<file path="config.mk">
export PLATFORM = sky130hd
export DESIGN_NAME = rau_ctrl
export DESIGN_NICKNAME = d
export VERILOG_FILES = /design/src/rtl/rau_pkg.sv /design/src/rtl/rau_ctrl.sv
export SDC_FILE = /design/constraint.sdc
export NUM_CORES = 1
export LEC_CHECK = 0
export CAP_MARGIN = 25
export CORE_ASPECT_RATIO = 1.4
export CORE_MARGIN = 4
export CORE_UTILIZATION = 25
export CTS_BUF_LIST = sky130_fd_sc_hd__clkbuf_8 sky130_fd_sc_hd__clkbuf_16
export CTS_CLUSTER_DIAMETER = 30
export DETAILED_ROUTE_END_ITERATION = 6
export DONT_BUFFER_PORTS = 1
export PLACE_DENSITY_LB_ADDON = 0.3
export SETUP_SLACK_MARGIN = 0.4
export SYNTH_ARGS = -nofsm -noshare
export SYNTH_HDL_FRONTEND = slang
export SYNTH_SLANG_ARGS = --single-unit
</file>
<file path="constraint.sdc">
create_clock -name clk -period 2.35 [get_ports clk]
set_input_delay 0.47 -clock clk [delete_from_list [all_inputs] [get_ports clk]]
set_output_delay 0.47 -clock clk [all_outputs]
set_load 0.1 [all_outputs]
</file>
<file path="src/rtl/rau_pkg.sv">
// Package for the rational arithmetic unit: types, codes and constants.
`timescale 1ns / 1ps
package rau_pkg;

  localparam int          OperandWidthDef = 32;
  localparam int          MaxExponentDef  = 63;
  localparam int          W64             = 64;
  localparam logic [63:0] Sign64          = 64'h8000_0000_0000_0000;

  typedef enum logic [2:0] {
    CMD_ADD = 3'd0,
    CMD_SUB = 3'd1,
    CMD_MUL = 3'd2,
    CMD_DIV = 3'd3,
    CMD_POW = 3'd4
  } cmd_e;

  typedef struct packed {
    logic [2:0]         cmd;
    logic signed [31:0] a_num;
    logic signed [31:0] a_den;
    logic signed [31:0] b_num;
    logic signed [31:0] b_den;
    logic [5:0]         exponent;
  } in_req_t;

  typedef struct packed {
    logic signed [63:0] res_num;
    logic signed [63:0] res_den;
    logic               overflow;
  } out_req_t;

  // Controller states
  typedef enum logic [3:0] {
    ST_IDLE,
    ST_MLO,    // low half partial product
    ST_MHI,    // high half partial product and sum
    ST_MWB,    // sign, overflow and write back of a product
    ST_SUM,    // cross sum
    ST_PRE,    // zero check and sign move
    ST_GCD,    // Euclid remainder steps
    ST_DIVN,   // divide numerator by gcd
    ST_DIVD,   // divide denominator by gcd
    ST_DONE
  } state_t;

  // Datapath operation selector
  typedef enum logic [3:0] {
    DP_NOP,
    DP_LOAD,
    DP_MLO,
    DP_MHI,
    DP_MWB,
    DP_SUM,
    DP_ZERO,
    DP_PRE,
    DP_GCD_GO,
    DP_GCD_STEP,
    DP_DIVN,
    DP_NQ,
    DP_DIVD,
    DP_DQ
  } dp_op_e;

  // Product operands and destination: dest_x_y
  typedef enum logic [2:0] {
    MS_T_AN_BD,
    MS_N_BN_AD,
    MS_N_AN_BN,
    MS_D_AD_BD,
    MS_N_N_AN,
    MS_D_D_AD
  } mul_sel_e;

  typedef struct packed {
    dp_op_e   op;
    mul_sel_e msel;
  } dp_cmd_t;

  typedef struct packed {
    logic div_busy;
    logic gcd_zero;   // gcd divisor reached zero
    logic is_zero;    // n or d zero before reduction
  } dp_stat_t;

endpackage

</file>
<file path="src/rtl/rau_ctrl.sv">
// Controller: sequences multiply, sum, sign move and gcd reduction steps.
`timescale 1ns / 1ps
module rau_ctrl
  import rau_pkg::*;
#(
  parameter int MAX_EXPONENT = MaxExponentDef
) (
  input  logic     clk,
  input  logic     rst_n,
  input  logic     start,
  input  in_req_t  req,
  input  dp_stat_t stat,
  output dp_cmd_t  cmd,
  output logic     busy,
  output logic     done,
  output logic     unk
);

  state_t     st_r, st_nxt;
  logic [2:0] op_r, op_nxt;
  logic [7:0] e_r, e_nxt;
  logic [1:0] pk_r, pk_nxt;
  logic       wait_r, wait_nxt;
  logic [7:0] e_sat;
  mul_sel_e   msel;
  logic       mlast;
  logic       more_pow;

  assign e_sat = ({2'b00, req.exponent} > 8'(MAX_EXPONENT)) ? 8'(MAX_EXPONENT)
               : {2'b00, req.exponent};

  // Another power step follows the current reduction
  assign more_pow = (op_r == CMD_POW) && (e_r > 8'd2);

  // Pick the product for the current step
  always_comb begin
    msel  = MS_T_AN_BD;
    mlast = 1'b0;
    case (op_r)
      CMD_ADD, CMD_SUB: begin
        case (pk_r)
          2'd0:    msel = MS_T_AN_BD;
          2'd1:    msel = MS_N_BN_AD;
          default: begin
            msel  = MS_D_AD_BD;
            mlast = 1'b1;
          end
        endcase
      end
      CMD_POW: begin
        msel  = (pk_r == 2'd0) ? MS_N_N_AN : MS_D_D_AD;
        mlast = (pk_r != 2'd0);
      end
      default: begin
        msel  = (pk_r == 2'd0) ? MS_N_AN_BN : MS_D_AD_BD;
        mlast = (pk_r != 2'd0);
      end
    endcase
  end

  // Next state
  always_comb begin
    st_nxt   = st_r;
    op_nxt   = op_r;
    e_nxt    = e_r;
    pk_nxt   = pk_r;
    wait_nxt = wait_r;
    case (st_r)
      ST_IDLE: begin
        if (start) begin
          op_nxt   = req.cmd;
          e_nxt    = e_sat;
          pk_nxt   = 2'd0;
          wait_nxt = 1'b0;
          if (req.cmd == CMD_POW)
            st_nxt = (e_sat <= 8'd1) ? ST_DONE : ST_MLO;
          else if (req.cmd inside {CMD_ADD, CMD_SUB, CMD_MUL, CMD_DIV})
            st_nxt = ST_MLO;
          else
            st_nxt = ST_DONE;
        end
      end
      ST_MLO: st_nxt = ST_MHI;
      ST_MHI: st_nxt = ST_MWB;
      ST_MWB: begin
        if (!mlast) begin
          pk_nxt = pk_r + 2'd1;
          st_nxt = ST_MLO;
        end else if (op_r == CMD_ADD || op_r == CMD_SUB) begin
          st_nxt = ST_SUM;
        end else begin
          st_nxt = ST_PRE;
        end
      end
      ST_SUM: st_nxt = ST_PRE;
      ST_PRE: begin
        wait_nxt = 1'b0;
        if (!stat.is_zero) begin
          st_nxt = ST_GCD;
        end else if (more_pow) begin
          e_nxt  = e_r - 8'd1;
          pk_nxt = 2'd0;
          st_nxt = ST_MLO;
        end else begin
          st_nxt = ST_DONE;
        end
      end
      ST_GCD: begin
        if (!wait_r) begin
          if (stat.gcd_zero) st_nxt = ST_DIVN;
          else wait_nxt = 1'b1;
        end else if (!stat.div_busy) begin
          wait_nxt = 1'b0;
        end
      end
      ST_DIVN: begin
        if (!wait_r) wait_nxt = 1'b1;
        else if (!stat.div_busy) begin
          wait_nxt = 1'b0;
          st_nxt   = ST_DIVD;
        end
      end
      ST_DIVD: begin
        if (!wait_r) wait_nxt = 1'b1;
        else if (!stat.div_busy) begin
          wait_nxt = 1'b0;
          if (more_pow) begin
            e_nxt  = e_r - 8'd1;
            pk_nxt = 2'd0;
            st_nxt = ST_MLO;
          end else begin
            st_nxt = ST_DONE;
          end
        end
      end
      ST_DONE: st_nxt = ST_IDLE;
      default: st_nxt = ST_IDLE;
    endcase
  end

  // Outputs
  always_comb begin
    cmd.op   = DP_NOP;
    cmd.msel = msel;
    case (st_r)
      ST_IDLE: if (start) cmd.op = DP_LOAD;
      ST_MLO:  cmd.op = DP_MLO;
      ST_MHI:  cmd.op = DP_MHI;
      ST_MWB:  cmd.op = DP_MWB;
      ST_SUM:  cmd.op = DP_SUM;
      ST_PRE:  cmd.op = stat.is_zero ? DP_ZERO : DP_PRE;
      ST_GCD: begin
        if (!wait_r) begin
          if (!stat.gcd_zero) cmd.op = DP_GCD_GO;
        end else if (!stat.div_busy) begin
          cmd.op = DP_GCD_STEP;
        end
      end
      ST_DIVN: begin
        if (!wait_r) cmd.op = DP_DIVN;
        else if (!stat.div_busy) cmd.op = DP_NQ;
      end
      ST_DIVD: begin
        if (!wait_r) cmd.op = DP_DIVD;
        else if (!stat.div_busy) cmd.op = DP_DQ;
      end
      default: cmd.op = DP_NOP;
    endcase
  end

  always_ff @(posedge clk) begin
    if (!rst_n) begin
      st_r   <= ST_IDLE;
      wait_r <= 1'b0;
    end else begin
      st_r   <= st_nxt;
      wait_r <= wait_nxt;
    end
    op_r <= op_nxt;
    e_r  <= e_nxt;
    pk_r <= pk_nxt;
  end

  assign busy = (st_r != ST_IDLE);
  assign done = (st_r == ST_DONE);
  assign unk  = !(op_r == CMD_ADD || op_r == CMD_SUB || op_r == CMD_MUL
                  || op_r == CMD_DIV || op_r == CMD_POW);

endmodule

</file>
==> Word-level counts from Yosys, hierarchy flattened <==
Cells that the tools add are included.
{ "word_totals": {"ff_bits": 18, "in_bits": 143, "output_inout_bits": 10, "elab_cells": 110} }
{ "op_classes": {"addsub": 2, "n_lt_le_gt_ge": 2, "eq_ne": 27, "n_mux": 50, "reduce_logical": 24} }
{ "op_table": {"columns": ["cell", "count"], "rows": [
  ["$mux 4", 19],
  ["$pmux 4 s9", 2],
  ["$mux 8", 5],
  ["$pmux 8 s3", 1],
  ["$ne 2x2->1 const B", 9],
  ["$eq 4x3->1 const B", 4],
  ["$reduce_bool 4->1", 4],
  ["$eq 3x2->1 const B", 4],
  ["$mux 1", 12],
  ["$mux 2", 6],
  ["$eq 4x2->1 const B", 2],
  ["$eq 4x4->1 const B", 2],
  ["$gt 8x2->1 const B", 1],
  ["$pmux 2 s4", 1],
  ["$sub 8x1->8 const B", 1],
  ["$reduce_and 7->1", 1],
  ["$eq 3x1->1 const B", 2],
  ["$eq 3x3->1 const B", 2],
  ["$le 6x1->1 const B", 1],
  ["$logic_not 3->1", 2],
  ["$pmux 3 s2", 1],
  ["$reduce_and 6->1", 1],
  ["$reduce_or 2->1", 3],
  ["$reduce_and 5->1", 1],
  ["other kinds (14)", 18]
]} }

==> Depth between registers and ports, before layout <==
{ "depth": {"ltp_word": 6, "mapped_depth": 6, "depth_no_buf": 6} }

==> Least setup slack after synthesis <==
Ideal clock, no wire load.
{ "synth_path": {"path_type": "reg-to-output", "startpoint": "register st_r[1]", "endpoint": "output port cmd[6] (netlist name)", "arrival_ns": 3.247, "required_ns": 1.880, "slack_ns": -1.367, "path_stages_with_launch": 5, "path_buffers": 2, "cell_sequence": "dfxtp_1 -> clkbuf_1 -> clkbuf_1 -> o2111ai_1 -> a21boi_0"} }
{ "synth_rtl": {"columns": ["item", "line", "source"], "rows": [
  ["from (decl)", "rau_ctrl.sv:19", "state_t st_r, st_nxt;"],
  ["from (signal assigned)", "rau_ctrl.sv:176", "st_r <= st_nxt;"],
  ["to (decl)", "rau_ctrl.sv:13", "output dp_cmd_t cmd,"]
]} }

==> run_results.csv <==
group,metric,value,unit
final_layout,antenna_cells,0,
setup_path,slowest_stage,"or4b_4",
power,peakVddDrop,1.005,mV
detailed_routing,wl_per_cell,14.83,um
clock_tree,cts_sinks,18,
power,internal-power,1529,uW
yosys,synth_flop_cell,"edfxtp_1",
place,dp_hpwl,2815,um
timing,finalCritPeriodShare,89.18,%
global_routing,grt.met1_usage,12.88,%
timing,timing.final.hold_violations,0,
power,clkPwrFrac,7.0,%
yosys,netlist_area,1369,sq um
power,p_per_area,1701,nW/um^2
setup_path,crit_type,"flop to primary output",
global_routing,busiest_layer,"met2",
final_layout,nets,330,
place,place_inst,240,
yosys,synth_area_leaders,"edfxtp_1 29%, dfxtp_1 7.3%, nor2_1 4.7%, ha_1 4.6%, o21ai_0 3.7%",
power,p_leak,0.0007232,uW
setup_path,r2r_start,"e_r[5]$_DFFE_PP_",
status,status,"complete, no violations",
final_layout,fin_cells,247,
place,port_buffers,0,
yosys,synthCells,162,
floorplanning,initial_core_util,26.14,%
floorplanning,die_height,95.55,um
yosys,synth_edf_count,13,
detailed_routing,dr.pass1.iters,4,
yosys,synth_async_sr_flop_share,0,%
global_routing,grt_use_total,11.07,%
place,gp_congestion,0.8212,
global_routing,met2_usage,19.84,%
setup_path,critical_path_buf_inv_count,2,
yosys,avgSynthCellArea,8.449,sq um
timing,setup-violations-final,0,
global_routing,use_met3,2.004,%
setup_path,critPathCaptureType,"primary output",
setup_path,cpPeakStageDelay,0.55,ns
clock_tree,cts_buffer_depth,2,
hold_path,min_path_cells,0,
setup_path,crit_family,"simple AND/OR/NAND/NOR gates",
setup_path,r2r_cells,4,
timing,rsz0062_at_grt,"true",
power,seq_power_share,20.6,%
detailed_routing,antenna_left,0,
hold_path,hold_class,"primary input to flop",
yosys,synth_seq_area_share,35.83,%
final_layout,syn_to_final_growth,37.57,%
detailed_routing,drt_wl_total,3662,um
power,p_sw_share,52.27,%
floorplanning,fp-row-count,31,
final_layout,final_util,35.96,%
yosys,ys_ff_latch,18,
timing,relSlewSlack,67.36,%
yosys,ys_warn_count,0,
clock_tree,clk_transition_reported_paths,0.07,ns
hold_path,min_to,"op_r[0]$_DFFE_PP_",
setup_path,worstReg2RegEnd,"st_r[3]$_SDFFE_PN0P_",
final_layout,drive_gt1_share,33.15,%
detailed_routing,drc,0,
floorplanning,fp.dieW,70.54,um
detailed_routing,first_iter_violations,65,
floorplanning,core_area,5236,sq um
timing,max_clock_freq,477.2,MHz
yosys,ys_types,49,
setup_path,cp-start-kind,"flop",
clock_tree,cts_made_buffers,3,
global_routing,grt_max_degree,20,
clock_tree,cts_tree,"done",
floorplanning,ios,153,
yosys,synthesis.nets,310,
floorplanning,dieArea,6740,sq um
global_routing,grt_pass1_wl,5968,um
timing,tns,0,ns
run,cap_violations,0,
timing,finalClockSkew,0.001468,ns
clock_tree,root_buffer,"clkbuf_8",
timing,worst_slew_pin_slew,0.4896,ns
yosys,synth_top_area_share,28.52,%
setup_path,regToRegSetupSlack,0.50,ns
global_routing,antenna_found_initial,0,
setup_path,required,1.88,ns
final_layout,final.fill_count,543,
yosys,yosysTopAreaCell,"edfxtp_1",
setup_path,cp.arrival,1.63,ns
power,p_sw,1674,uW
setup_path,worstPathCellList,"or4b_4 > buf_4 > a21boi_4 > buf_12",
global_routing,grt-ovfl-total,0,
timing,final.min_clock_period,2.096,ns
setup_path,path_max_fanout,3,
clock_tree,insertion_delay,0.25,ns
clock_tree,ctsHoldBuffers,0,
hold_path,hold_start,"req[134]",
timing,slew_viol_final,0,
clock_tree,cts-htree-levels,1,
power,pwr-share-comb,72.5,%
global_routing,grt_pass1_vias,1246,
detailed_routing,viasPerCell,5.174,
detailed_routing,vias,1278,
## registers in the layout, summed over array words and instances (netlist names)
name / flops
e_r: 8
st_r: 4
op_r: 3
pk_r: 2
wait_r: 1
## worst max path at each step
stage | startpoint | endpoint | cells past startpoint
floorplan | op_r[1]$_DFFE_PP_ | pk_r[0]$_SDFFCE_PN0P_ | 4
global placement | e_r[0]$_DFFE_PP_ | pk_r[1]$_SDFFCE_PN0P_ | 6
detailed placement | e_r[0]$_DFFE_PP_ | pk_r[0]$_SDFFCE_PN0P_ | 6
CTS | st_r[0]$_SDFFE_PN0P_ | cmd[3] | 4
global route | st_r[0]$_SDFFE_PN0P_ | cmd[6] | 4
finish | st_r[0]$_SDFFE_PN0P_ | cmd[6] | 4
## per-layer routing
| metal | vias up | wire [um] | part of all wire [%] |
|---|---|---|---|
| met5 | - | 0 | 0 |
| met4 | 0 | 59 | 1.6 |
| met3 | 4 | 211 | 5.8 |
| met2 | 34 | 1898 | 52 |
| met1 | 609 | 1493 | 41 |
| li1 | 631 | - | - |
## cells in the mapped netlist, types with 3 or more instances
library cell	number
nor3_1	6
o2111ai_1	4
o21ai_0	10
nand3_1	5
a21oi_1	7
ha_1	5
nor2_1	17
nand2_1	13
nor2b_1	6
and3_1	5
dfxtp_1	5
xnor2_1	3
inv_1	9
edfxtp_1	13
clkbuf_1	6
nand2b_1	4
a21boi_0	3
## power by group through the flow
stage               Combinational, uW  Clock, uW  Sequential (uW)
floorplan                        1590          0              626
global placement                 2120          0              658
detailed placement               2120          0              660
CTS                              2230        230              657
global route                     2480        241              681
finish                           2320        223              659
## through the flow
stage,instance area (sq um),hold WS (ns),setup slack (ns),total power [uW]
3_5_place_dp,1703,0.5366,0.3778,2777
3_3_place_gp,1703,0.5282,0.3799,2774
4_1_cts,1821,0.3035,0.2283,3120
6_report,1883,0.3086,0.2544,3203
2_1_floorplan,1446,0.5116,-0.09575,2218
5_1_grt,1883,0.3008,0.2123,3400
## layout make-up
cell class | instances | area [sq um] | area share [%]
clock buffer | 3 | 41.29 | 2.193
clock inverter | 1 | 3.754 | 0.1993
inverter | 9 | 33.78 | 1.794
multi-input combinational | 126 | 953.4 | 50.63
sequential | 18 | 493.0 | 26.18
tap | 66 | 82.58 | 4.385
timing repair buffer | 24 | 275.3 | 14.62
## logic make-up (layout without fill, tap and decap cells)
logic type / after synthesis / in the layout / synth area share, %
xor+xnor: 5 / 5 / 3.200
compound gates: 47 / 47 / 24.22
simple gates: 69 / 69 / 27.06
fa+ha+maj: 5 / 5 / 4.570
buf+inv: 18 / 37 / 5.118
flops: 18 / 18 / 35.83
## timing repair
action                                 in CTS  in global routing
gates resized for setup                    13                 16
setup endpoints to repair                   9                 15
endpoints found under the hold margin       0                  0
setup buffers                               2                  1
pin swaps                                   3                  2
## cells in the final DEF (no fill, tap or decap), types with 4 or more instances in the layout
cell type | synthesis | final
buf_4 | 0 | 16
nor2_1 | 17 | 15
edfxtp_1 | 13 | 13
nand2_1 | 13 | 10
inv_1 | 9 | 9
o21ai_0 | 10 | 9
buf_12 | 0 | 7
nor3_1 | 6 | 5
a21oi_1 | 7 | 5
nand3_1 | 5 | 5
and3_1 | 5 | 4
nor2b_2 | 0 | 4
nand2b_1 | 4 | 4
o2111ai_1 | 4 | 4
No activity file was read; power rests on OpenSTA's default activity.
