`src/rtl/rau_pkg.sv`:
```
// Package for the rational arithmetic unit: types, codes and constants.
`timescale 1ns / 1ps
package rau_pkg;

  localparam int          OperandWidthDef = 32;
  localparam int          MaxExponentDef  = 63;
  localparam int          W64             = 64;
  localparam logic [63:0] Sign64          = 64'h8000_0000_0000_0000;

  typedef enum logic [2:0] {
    CMD_ADD = 3'd0,
    CMD_SUB = 3'd1,
    CMD_MUL = 3'd2,
    CMD_DIV = 3'd3,
    CMD_POW = 3'd4
  } cmd_e;

  typedef struct packed {
    logic [2:0]         cmd;
    logic signed [31:0] a_num;
    logic signed [31:0] a_den;
    logic signed [31:0] b_num;
    logic signed [31:0] b_den;
    logic [5:0]         exponent;
  } in_req_t;

  typedef struct packed {
    logic signed [63:0] res_num;
    logic signed [63:0] res_den;
    logic               overflow;
  } out_req_t;

  // Controller states
  typedef enum logic [3:0] {
    ST_IDLE,
    ST_MLO,    // low half partial product
    ST_MHI,    // high half partial product and sum
    ST_MWB,    // sign, overflow and write back of a product
    ST_SUM,    // cross sum
    ST_PRE,    // zero check and sign move
    ST_GCD,    // Euclid remainder steps
    ST_DIVN,   // divide numerator by gcd
    ST_DIVD,   // divide denominator by gcd
    ST_DONE
  } state_t;

  // Datapath operation selector
  typedef enum logic [3:0] {
    DP_NOP,
    DP_LOAD,
    DP_MLO,
    DP_MHI,
    DP_MWB,
    DP_SUM,
    DP_ZERO,
    DP_PRE,
    DP_GCD_GO,
    DP_GCD_STEP,
    DP_DIVN,
    DP_NQ,
    DP_DIVD,
    DP_DQ
  } dp_op_e;

  // Product operands and destination: dest_x_y
  typedef enum logic [2:0] {
    MS_T_AN_BD,
    MS_N_BN_AD,
    MS_N_AN_BN,
    MS_D_AD_BD,
    MS_N_N_AN,
    MS_D_D_AD
  } mul_sel_e;

  typedef struct packed {
    dp_op_e   op;
    mul_sel_e msel;
  } dp_cmd_t;

  typedef struct packed {
    logic div_busy;
    logic gcd_zero;   // gcd divisor reached zero
    logic is_zero;    // n or d zero before reduction
  } dp_stat_t;

endpackage

```
`src/rtl/rau_div.sv`:
```
// Radix-2 unsigned 64-bit divider: one quotient bit per cycle.
`timescale 1ns / 1ps
module rau_div
  import rau_pkg::*;
(
  input  logic        clk,
  input  logic        rst_n,
  input  logic        go,
  input  logic [63:0] dividend,
  input  logic [63:0] divisor,
  output logic        busy,
  output logic [63:0] quot,
  output logic [63:0] rem
);

  logic [63:0] q_r, q_nxt;
  logic [63:0] rm_r, rm_nxt;
  logic [63:0] dv_r, dv_nxt;
  logic [6:0]  cnt_r, cnt_nxt;
  logic        busy_r, busy_nxt;
  logic [64:0] trial;

  // Shift in one dividend bit and try to subtract
  always_comb begin
    q_nxt    = q_r;
    rm_nxt   = rm_r;
    dv_nxt   = dv_r;
    cnt_nxt  = cnt_r;
    busy_nxt = busy_r;
    trial    = {rm_r, q_r[63]} - {1'b0, dv_r};
    if (go) begin
      q_nxt    = dividend;
      rm_nxt   = '0;
      dv_nxt   = divisor;
      cnt_nxt  = 7'd64;
      busy_nxt = 1'b1;
    end else if (busy_r) begin
      if (!trial[64]) begin
        rm_nxt = trial[63:0];
        q_nxt  = {q_r[62:0], 1'b1};
      end else begin
        rm_nxt = {rm_r[62:0], q_r[63]};
        q_nxt  = {q_r[62:0], 1'b0};
      end
      cnt_nxt = cnt_r - 7'd1;
      if (cnt_r == 7'd1) busy_nxt = 1'b0;
    end
  end

  always_ff @(posedge clk) begin
    if (!rst_n) begin
      busy_r <= 1'b0;
      cnt_r  <= '0;
    end else begin
      busy_r <= busy_nxt;
      cnt_r  <= cnt_nxt;
    end
    q_r  <= q_nxt;
    rm_r <= rm_nxt;
    dv_r <= dv_nxt;
  end

  assign busy = busy_r;
  assign quot = q_r;
  assign rem  = rm_r;

endmodule

```
`src/rtl/rau_datapath.sv`:
```
// Datapath: operand registers, multiplier, sum, sign move and gcd reduction.
`timescale 1ns / 1ps
module rau_datapath
  import rau_pkg::*;
#(
  parameter int OPERAND_WIDTH = OperandWidthDef
) (
  input  logic     clk,
  input  logic     rst_n,
  input  in_req_t  req,
  input  dp_cmd_t  cmd,
  output dp_stat_t stat,
  output out_req_t res
);

  logic [63:0] an_r, ad_r, bn_r, bd_r;
  logic [63:0] n_r, n_nxt, d_r, d_nxt, t_r, t_nxt;
  logic [63:0] ga_r, ga_nxt, gb_r, gb_nxt;
  logic [63:0] plo_r, plo_nxt;
  logic [95:0] pm_r, pm_nxt;
  logic        pneg_r, pneg_nxt;
  logic        ovf_r, ovf_nxt;
  logic        sub_r;
  logic [63:0] mx, my, xm, ym;
  logic [31:0] mh;
  logic [63:0] pp, pw, s;
  logic        pov;
  logic [63:0] dvd, dvs, qv, rv;
  logic        div_go, dbusy;

  function automatic logic [63:0] sx(input logic [31:0] v);
    return {{(W64 - OPERAND_WIDTH){v[OPERAND_WIDTH-1]}}, v[OPERAND_WIDTH-1:0]};
  endfunction

  function automatic logic [63:0] mg(input logic [63:0] v);
    return v[63] ? 64'd0 - v : v;
  endfunction

  // Select multiplier operands
  always_comb begin
    case (cmd.msel)
      MS_T_AN_BD: begin mx = an_r; my = bd_r; end
      MS_N_BN_AD: begin mx = bn_r; my = ad_r; end
      MS_N_AN_BN: begin mx = an_r; my = bn_r; end
      MS_D_AD_BD: begin mx = ad_r; my = bd_r; end
      MS_N_N_AN:  begin mx = n_r;  my = an_r; end
      MS_D_D_AD:  begin mx = d_r;  my = ad_r; end
      default:    begin mx = an_r; my = bd_r; end
    endcase
  end

  // Multiply magnitudes one 32-bit half of x at a time; y fits in 32 bits
  assign xm = mg(mx);
  assign ym = mg(my);
  assign mh = (cmd.op == DP_MHI) ? xm[63:32] : xm[31:0];
  assign pp = mh * ym[31:0];

  // Apply the sign and check the signed 64-bit range
  assign pw  = pneg_r ? 64'd0 - pm_r[63:0] : pm_r[63:0];
  assign pov = (pm_r[95:64] != 32'd0) || (pneg_r ? (pm_r[63:0] > Sign64) : pm_r[63]);

  rau_div u_div (
    .clk     (clk),
    .rst_n   (rst_n),
    .go      (div_go),
    .dividend(dvd),
    .divisor (dvs),
    .busy    (dbusy),
    .quot    (qv),
    .rem     (rv)
  );

  assign div_go = cmd.op inside {DP_GCD_GO, DP_DIVN, DP_DIVD};

  always_comb begin
    case (cmd.op)
      DP_DIVN: begin dvd = mg(n_r); dvs = ga_r; end
      DP_DIVD: begin dvd = mg(d_r); dvs = ga_r; end
      default: begin dvd = ga_r; dvs = gb_r; end
    endcase
  end

  // Datapath register updates
  always_comb begin
    n_nxt    = n_r;
    d_nxt    = d_r;
    t_nxt    = t_r;
    ga_nxt   = ga_r;
    gb_nxt   = gb_r;
    plo_nxt  = plo_r;
    pm_nxt   = pm_r;
    pneg_nxt = pneg_r;
    ovf_nxt  = ovf_r;
    s        = sub_r ? t_r - n_r : t_r + n_r;
    case (cmd.op)
      DP_LOAD: begin
        n_nxt   = sx(req.a_num);
        d_nxt   = sx(req.a_den);
        ovf_nxt = 1'b0;
      end
      DP_MLO: begin
        plo_nxt = pp;
      end
      DP_MHI: begin
        pm_nxt   = {pp, 32'd0} + {32'd0, plo_r};
        pneg_nxt = mx[63] ^ my[63];
      end
      DP_MWB: begin
        ovf_nxt = ovf_r | pov;
        case (cmd.msel)
          MS_T_AN_BD:            t_nxt = pw;
          MS_D_AD_BD, MS_D_D_AD: d_nxt = pw;
          default:               n_nxt = pw;
        endcase
      end
      DP_SUM: begin
        n_nxt = s;
        if (sub_r) ovf_nxt = ovf_r | ((t_r[63] != n_r[63]) && (s[63] != t_r[63]));
        else       ovf_nxt = ovf_r | ((t_r[63] == n_r[63]) && (s[63] != t_r[63]));
      end
      DP_ZERO: begin
        n_nxt = 64'd0;
        d_nxt = 64'd1;
      end
      DP_PRE: begin
        // Move the sign to the numerator; magnitudes are unchanged by it
        if (d_r[63]) begin
          if (d_r == Sign64 || n_r == Sign64)
            ovf_nxt = 1'b1;
          n_nxt = 64'd0 - n_r;
          d_nxt = 64'd0 - d_r;
        end
        ga_nxt = mg(n_r);
        gb_nxt = mg(d_r);
      end
      DP_GCD_STEP: begin
        ga_nxt = gb_r;
        gb_nxt = rv;
      end
      DP_NQ: begin
        n_nxt = n_r[63] ? 64'd0 - qv : qv;
      end
      DP_DQ: begin
        d_nxt = d_r[63] ? 64'd0 - qv : qv;
      end
      default: begin
      end
    endcase
  end

  always_ff @(posedge clk) begin
    if (!rst_n) begin
      ovf_r <= 1'b0;
    end else begin
      ovf_r <= ovf_nxt;
    end
    n_r    <= n_nxt;
    d_r    <= d_nxt;
    t_r    <= t_nxt;
    ga_r   <= ga_nxt;
    gb_r   <= gb_nxt;
    plo_r  <= plo_nxt;
    pm_r   <= pm_nxt;
    pneg_r <= pneg_nxt;
    // Capture operands; divide swaps the second fraction to reuse multiply
    if (cmd.op == DP_LOAD) begin
      an_r  <= sx(req.a_num);
      ad_r  <= sx(req.a_den);
      sub_r <= (req.cmd == CMD_SUB);
      if (req.cmd == CMD_DIV) begin
        bn_r <= sx(req.b_den);
        bd_r <= sx(req.b_num);
      end else begin
        bn_r <= sx(req.b_num);
        bd_r <= sx(req.b_den);
      end
    end
  end

  assign stat.div_busy = dbusy;
  assign stat.gcd_zero = (gb_r == 64'd0);
  assign stat.is_zero  = (n_r == 64'd0) || (d_r == 64'd0);

  assign res.res_num  = n_r;
  assign res.res_den  = d_r;
  assign res.overflow = ovf_r;

endmodule

```
`config.mk`:
```
export PLATFORM = sky130hd
export DESIGN_NAME = rau_datapath
export DESIGN_NICKNAME = d
export VERILOG_FILES = /design/src/rtl/rau_pkg.sv /design/src/rtl/rau_div.sv /design/src/rtl/rau_datapath.sv
export SDC_FILE = /design/constraint.sdc
export NUM_CORES = 2
export LEC_CHECK = 0
export BUFFER_PORTS_ARGS = -buffer_cell sky130_fd_sc_hd__buf_2
export CAP_MARGIN = 20
export CELL_PAD_IN_SITES_DETAIL_PLACEMENT = 0
export CELL_PAD_IN_SITES_GLOBAL_PLACEMENT = 1
export CORE_MARGIN = 8
export CORE_UTILIZATION = 40
export DETAILED_ROUTE_END_ITERATION = 8
export GPL_TIMING_DRIVEN = 0
export PLACE_DENSITY_LB_ADDON = 0.1
export SETUP_SLACK_MARGIN = 0.1
export SLEW_MARGIN = 20
export SYNTH_ARGS = -nofsm -noshare
export SYNTH_HDL_FRONTEND = slang
export SYNTH_SLANG_ARGS = --single-unit
```
`constraint.sdc`:
```
create_clock -name clk -period 26.2 [get_ports clk]
set_input_delay 3.93 -clock clk [delete_from_list [all_inputs] [get_ports clk]]
set_output_delay 3.93 -clock clk [all_outputs]
set_load 0.01 [all_outputs]
```
* Word level (Yosys, flattened, before mapping)
Cells that the tools add are included.
Storage, ports and cells: register bits after elaboration 875, input port bits 146, output and inout bits 132, word-level logic and storage cells 129
Cells by class: add/sub/neg operators 11, multiply operators 1, magnitude comparators 1, eq/ne operators 30, multiplexer cells 36, bitwise gates (word level) 5, reductions and logical operators 25
Operators with widths (count):
- $mux 64 | 16
- $pmux 64 s2 | 3
- $pmux 64 s6 | 1
- $pmux 64 s5 | 1
- $sub 1x64->64 const A | 5
- $pmux 64 s4 | 1
- $logic_not 64->1 | 3
- $pmux 64 s3 | 1
- $eq 64x64->1 const B | 2
- $add 96x64->96 | 1
- $sub 65x64->65 | 1
- $add 64x64->64 | 1
- $gt 64x64->1 const B | 1
- $mul 32x32->64 | 1
- $mux 32 | 2
- $sub 64x64->64 | 1
- $reduce_bool 32->1 | 1
- $sub 1x32->32 const A | 1
- $eq 4x4->1 const B | 6
- $eq 4x3->1 const B | 4
- $mux 7 | 2
- $eq 3x2->1 const B | 3
- $eq 4x2->1 const B | 2
- $mux 1 | 8
- 25 further kinds | 41

* Longest topological paths before layout
word-level depth 7, gate-level depth with buffers 58, depth with buffers taken out 53

* Modules after synthesis
Synthesis repeated with hierarchy kept, for this count alone.
Unflattened totals: cell total of the unflattened synthesis 9851, area total of the unflattened synthesis 90242.8 µm²
Modules (own cells, without submodules):
- rau_datapath | instances 1, cells each 8674, area an instance 78372.7 µm², seq. area each 18337.6 µm²
- rau_div | instances 1, cells each 1177, area an instance 11870.1 µm², seq. area each 5285.1 µm²

* Worst setup path before layout
OpenSTA, ideal clock, no wires.
path kind in2reg, start point input cmd[5] in the netlist's numbering, end point register pm_r[86] (data pin), setup time 0.268 ns, arrival 16.695 ns, required time 25.932 ns, setup slack 9.237 ns, stages on the path 41, path buffers 6, cells stage by stage clkbuf_1 > nor2_1 > nand3_1 > inv_1 > clkbuf_1 > clkbuf_1 > buf_1 > clkbuf_1 > o21a_1 > clkbuf_1 > nand2_1 > fa_1 > inv_1 > fa_1 > fa_1 > inv_1 > fa_1 > inv_1 > [... 5 more ...] > fa_1 > ha_1 > nand2_1 > o21ai_0 > a311oi_1 > a211oi_2 > xor2_1 > ha_1 > nand4_1 > nor2_1 > nand2_1 > o21ai_0 > a41o_1 > nor3b_1 > and4_1 > nor4b_2 > nand3_1 > xnor2_1
On the way: cells in the longest elaborated chain, start to end 4
Ends and longest elaborated chain:
- from (decl) | line rau_datapath.sv:11 | input dp_cmd_t cmd,
- $eq 4x2->1 | line rau_datapath.sv:55 | assign mh = (cmd.op == DP_MHI) ? xm[63:32] : xm[31:0];
- $mux 32 | line rau_datapath.sv:55
- $mul 32x32->64 | line rau_datapath.sv:56 | assign pp = mh * ym[31:0];
- via pp[24] | line rau_datapath.sv:26 | logic [63:0] pp, pw, s;
- $add 96x64->96 | line rau_datapath.sv:105 | pm_nxt = {pp, 32'd0} + {32'd0, plo_r};
- to (signal assigned) | line rau_datapath.sv:163 | pm_r <= pm_nxt;
- to (decl) | line rau_datapath.sv:20 | logic [95:0] pm_r, pm_nxt;
The timed path passes the listed nets, and every way through them passes these cells. A chain may end at the register's enable or synchronous reset.

* Worst setup path after layout
start point input cmd[0] in the netlist's numbering, end point register pm_r[86] (data pin)
On the way: cells in the longest elaborated chain, start to end 7, elaborated cells on any way between the ends 15, those cells by class 3 x add/sub; 1 x mul; 5 x eq/ne; 5 x mux; 1 x reduce/logical
Ends and longest elaborated chain:
- $eq 3x3->1 (tied with other cells) | line rau_datapath.sv:41 | case (cmd.msel)
- $pmux 64 s4 / $reduce_or 2->1 (equally long branches)
- $sub 1x64->64 / $pmux 64 s3 (equally long branches) | line rau_datapath.sv:36, rau_datapath.sv:41
- $mux 64 / $sub 1x32->32 (equally long branches) | line rau_datapath.sv:36 | return v[63] ? 64'd0 - v : v;
- $mux 32, on equally long branches | line rau_datapath.sv:55, rau_datapath.sv:36
- $mul 32x32->64 (*) | line rau_datapath.sv:56
- via pp[24] | line rau_datapath.sv:26
- $add 96x64->96 (*) | line rau_datapath.sv:105
Mark *: on every way through the listed nets, which the timed path passes. The rest lies on a longest branch.

==> metrics.md <==
| Metric | Value |
|---|---|
| Post-Syn Instances | `about 10k` |
| Post-synth top area share | `about a quarter` |
| Outcome | `complete, no violations` |
| Number of setup violations in the final report | `0` |
| Worst Path Arrival | `21.87 ns` |
| Hold crit path type | `reg2reg` |
| Worst path most repeated cell | `fa_1` |
| Worst skew pair latency | `around 0.8 ns` |
| Critical-path top delay cell | `buf_1` |
| Worst path max stage delay | `0.91 ns` |
| Final hold viol count | `0` |
| Share of cells above drive strength 1 | `under 10%` |
| First-pass GRT wire length | `659,000 um` |
| CP endpoint kind | `flop` |
| Vias in the first global route | `80.4k` |
| Mapped Nets | `11.4k` |
| Register area share after synthesis | `26.3%` |
| Via count | `81.1k` |
| Post-synth ARST share | `0%` |
| Post-DR wirelength/cell | `about 36 um` |
| Clock buffer depth | `3` |
| Critical path peak fanout | `11` |
| Post-synth top flop | `edfxtp_1` |
| Cell variety after synth | `99` |
| Drc violations | `0` |
| CP startpoint kind | `input pin` |
| Number of max-slew violations in the final report | `0` |
| TritonCTS clock tree | `built` |
| Die W | `489 um` |
| Largest cells by area after synthesis | `edfxtp_1 (25%), fa_1 (20%), ha_1 (6.0%)` |
| Post-CTS setup buffers | `0` |
| Yosys warns | `0` |
| Max Clock Skew | `about 0.087 ns` |
| Worst-path clk slew | `~0.060 ns` |
| Slew HR | `around 8.5%` |
| Fmax | `roughly 47 MHz` |
| Initial antenna violation count | `between 40 and 50` |
| TritonRoute pass-1 iters | `8` |
| EDFF count, synth | `between 700 and 800` |
| ANT nets after route | `0` |
| Die footprint | `240,000 sq um` |
| Hpwl dp | `415,000 um` |
| Input/output buffers | `approximately 270` |
| #FFs+latches synth | `~810` |
| Top cells by count, synth | `nor2_1 (1,214), inv_1 (1,050), nand2_1 (952)` |
| FP Rows | `between 150 and 200` |
| Io pins | `between 200 and 300` |
| Final period utilization | `between 80% and 90%` |
| Gpl congestion | `1.06` |
| Drt total wl | `490,000 um` |
| Synth area leader | `edfxtp_1` |
| Post_cts resized | `0` |
| Post-layout nets | `11.8k` |
| Least-Margin Pin Slew | `1.37 ns` |
| Min Tclk post-route | `21.38 ns` |
| Post-Syn Area | `89,700 sq um` |
| CTS Root Cell | `clkbuf_16` |
| Initial core utilization | `40.1%` |
| Residual overflow from global routing | `0` |
| RSZ-0062 raised after global routing | `no` |
| Hold_buf cts | `0` |
| Synth Area per Inst | `between 9 and 10 sq um` |
| Largest net degree at the start of global routing | `80` |
| CP required | `around 27 ns` |
| Die height | `489 um` |
| Vias/cell | `6.03` |
| Setup TNS | `0 ns` |
| Area grow syn2layout | `11.1%` |
| Clock sinks | `just over 800` |
| Placeable Area | `224,000 sq um` |
| Most used standard cell by instance count after synthesis | `nor2_1` |
| Max cap viols | `0` |
| All-Layer GR Usage | `39.8%` |
| Drt initial violations | `9,030` |
| Inserted Clock Buffers | `102` |
| H-tree Lvls | `3` |
| Worst Path Class, Setup | `in2reg` |
[cell type report]
class,count,area (sq um)
fill,22698,124000
multi-input combinational,7404,60100
sequential,811,23600
inverter,1052,3960
tap,2992,3740
clock buffer,113,2590
buffer,620,2470
timing repair buffer,346,2310
clock inverter,78,729
antenna,29,72.6
[final timing paths]
check	from	endpoint	slack, ns	depth (start not counted)
setup / recovery	cmd[0]	pm_r[86]$_DFFE_PP_	4.82	44
hold / removal	plo_r[0]$_DFFE_PN_	pm_r[0]$_DFFE_PP_	0.42	0
setup reg to reg	n_r[6]$_DFFE_PP_	pm_r[86]$_DFFE_PP_	9.60	41
hold reg to reg	plo_r[0]$_DFFE_PN_	pm_r[0]$_DFFE_PP_	0.42	0
[logic make-up (layout without fill, tap and decap cells)]
kind of cell               Yosys count  count (layout)  synth area share, %
buffers and inverters             1672            2209                 7.10
AOI/OAI and AO/OA                 1893            1893                 13.6
adders and majority gates         1330            1330                 26.1
DFF                                811             811                 26.3
xor gates and xnor gates           748             748                 7.31
other                                0              29                    0
and+or+nand+nor                   3139            3139                 15.9
muxes                              294             294                 3.72
[worst max-delay path: cells and delay by family]
family / cells / cell delay, ns
buffers and inverters: 15 / 6.96
adders and majority gates: 10 / 4.96
and+or+nand+nor: 10 / 2.66
AOI/OAI and AO/OA: 6 / 2.16
xor gates and xnor gates: 3 / 1.06
[per-stage QoR]
step                      std cells  setup WS (ns)  hold slack [ns]  cell area, sq um  util (%)
after CTS                     13415           5.40            0.418             99500      44.5
after global routing          13420           4.65            0.421             99600      44.5
after detailed placement      13224           4.63            0.405             96200      43.0
after floorplan                9887           9.24            0.400             89700         -
after global placement        13147           3.26            0.402             94800      42.3
final                         13445           4.82            0.418             99600      44.5
[cells in the final DEF (no fill, tap or decap), types with 57 or more instances in the layout]
master and n:
nor2_1 1208, inv_1 1049, nand2_1 951, fa_1 899, edfxtp_1 738, a21oi_1 580
clkbuf_1 502, xnor2_1 462, ha_1 431, o21ai_0 353, buf_2 310, xor2_1 258
mux2_2 186, nand2b_1 161, a21o_1 141, nor3_1 111, nand3_1 108, clkbuf_16 102
a211oi_1 97, mux2i_1 95, or3_1 88, o211ai_1 84, nand4_1 74, dfxtp_1 73
or2_2 72, o31ai_1 72, a221oi_1 69, nor2b_1 67, nor4_1 63, a31oi_1 57
[state kept, by name, indices dropped and copies added (netlist names), 7 cells and up]
signal,cells
u_div.dv_r,64
u_div.quot,64
gb_r,64
pm_r,96
bn_r,32
ad_r,32
n_r,64
u_div.rem,64
an_r,32
plo_r,64
t_r,64
d_r,64
ga_r,64
u_div.cnt_r,7
bd_r,32
[routing by layer]
layer | vias up | global-route usage (%) | part of all wire, %
met4 | 20 | 32.7 | 11
met3 | 1270 | 7.49 | 7.9
li1 | 34458 | - | -
met5 | - | 0 | 0.027
met2 | 4400 | 63.9 | 45
met1 | 40977 | 46.3 | 36
Power is not shown: default switching activity piles up to over one toggle a cycle in this logic, so the estimate is an artifact.
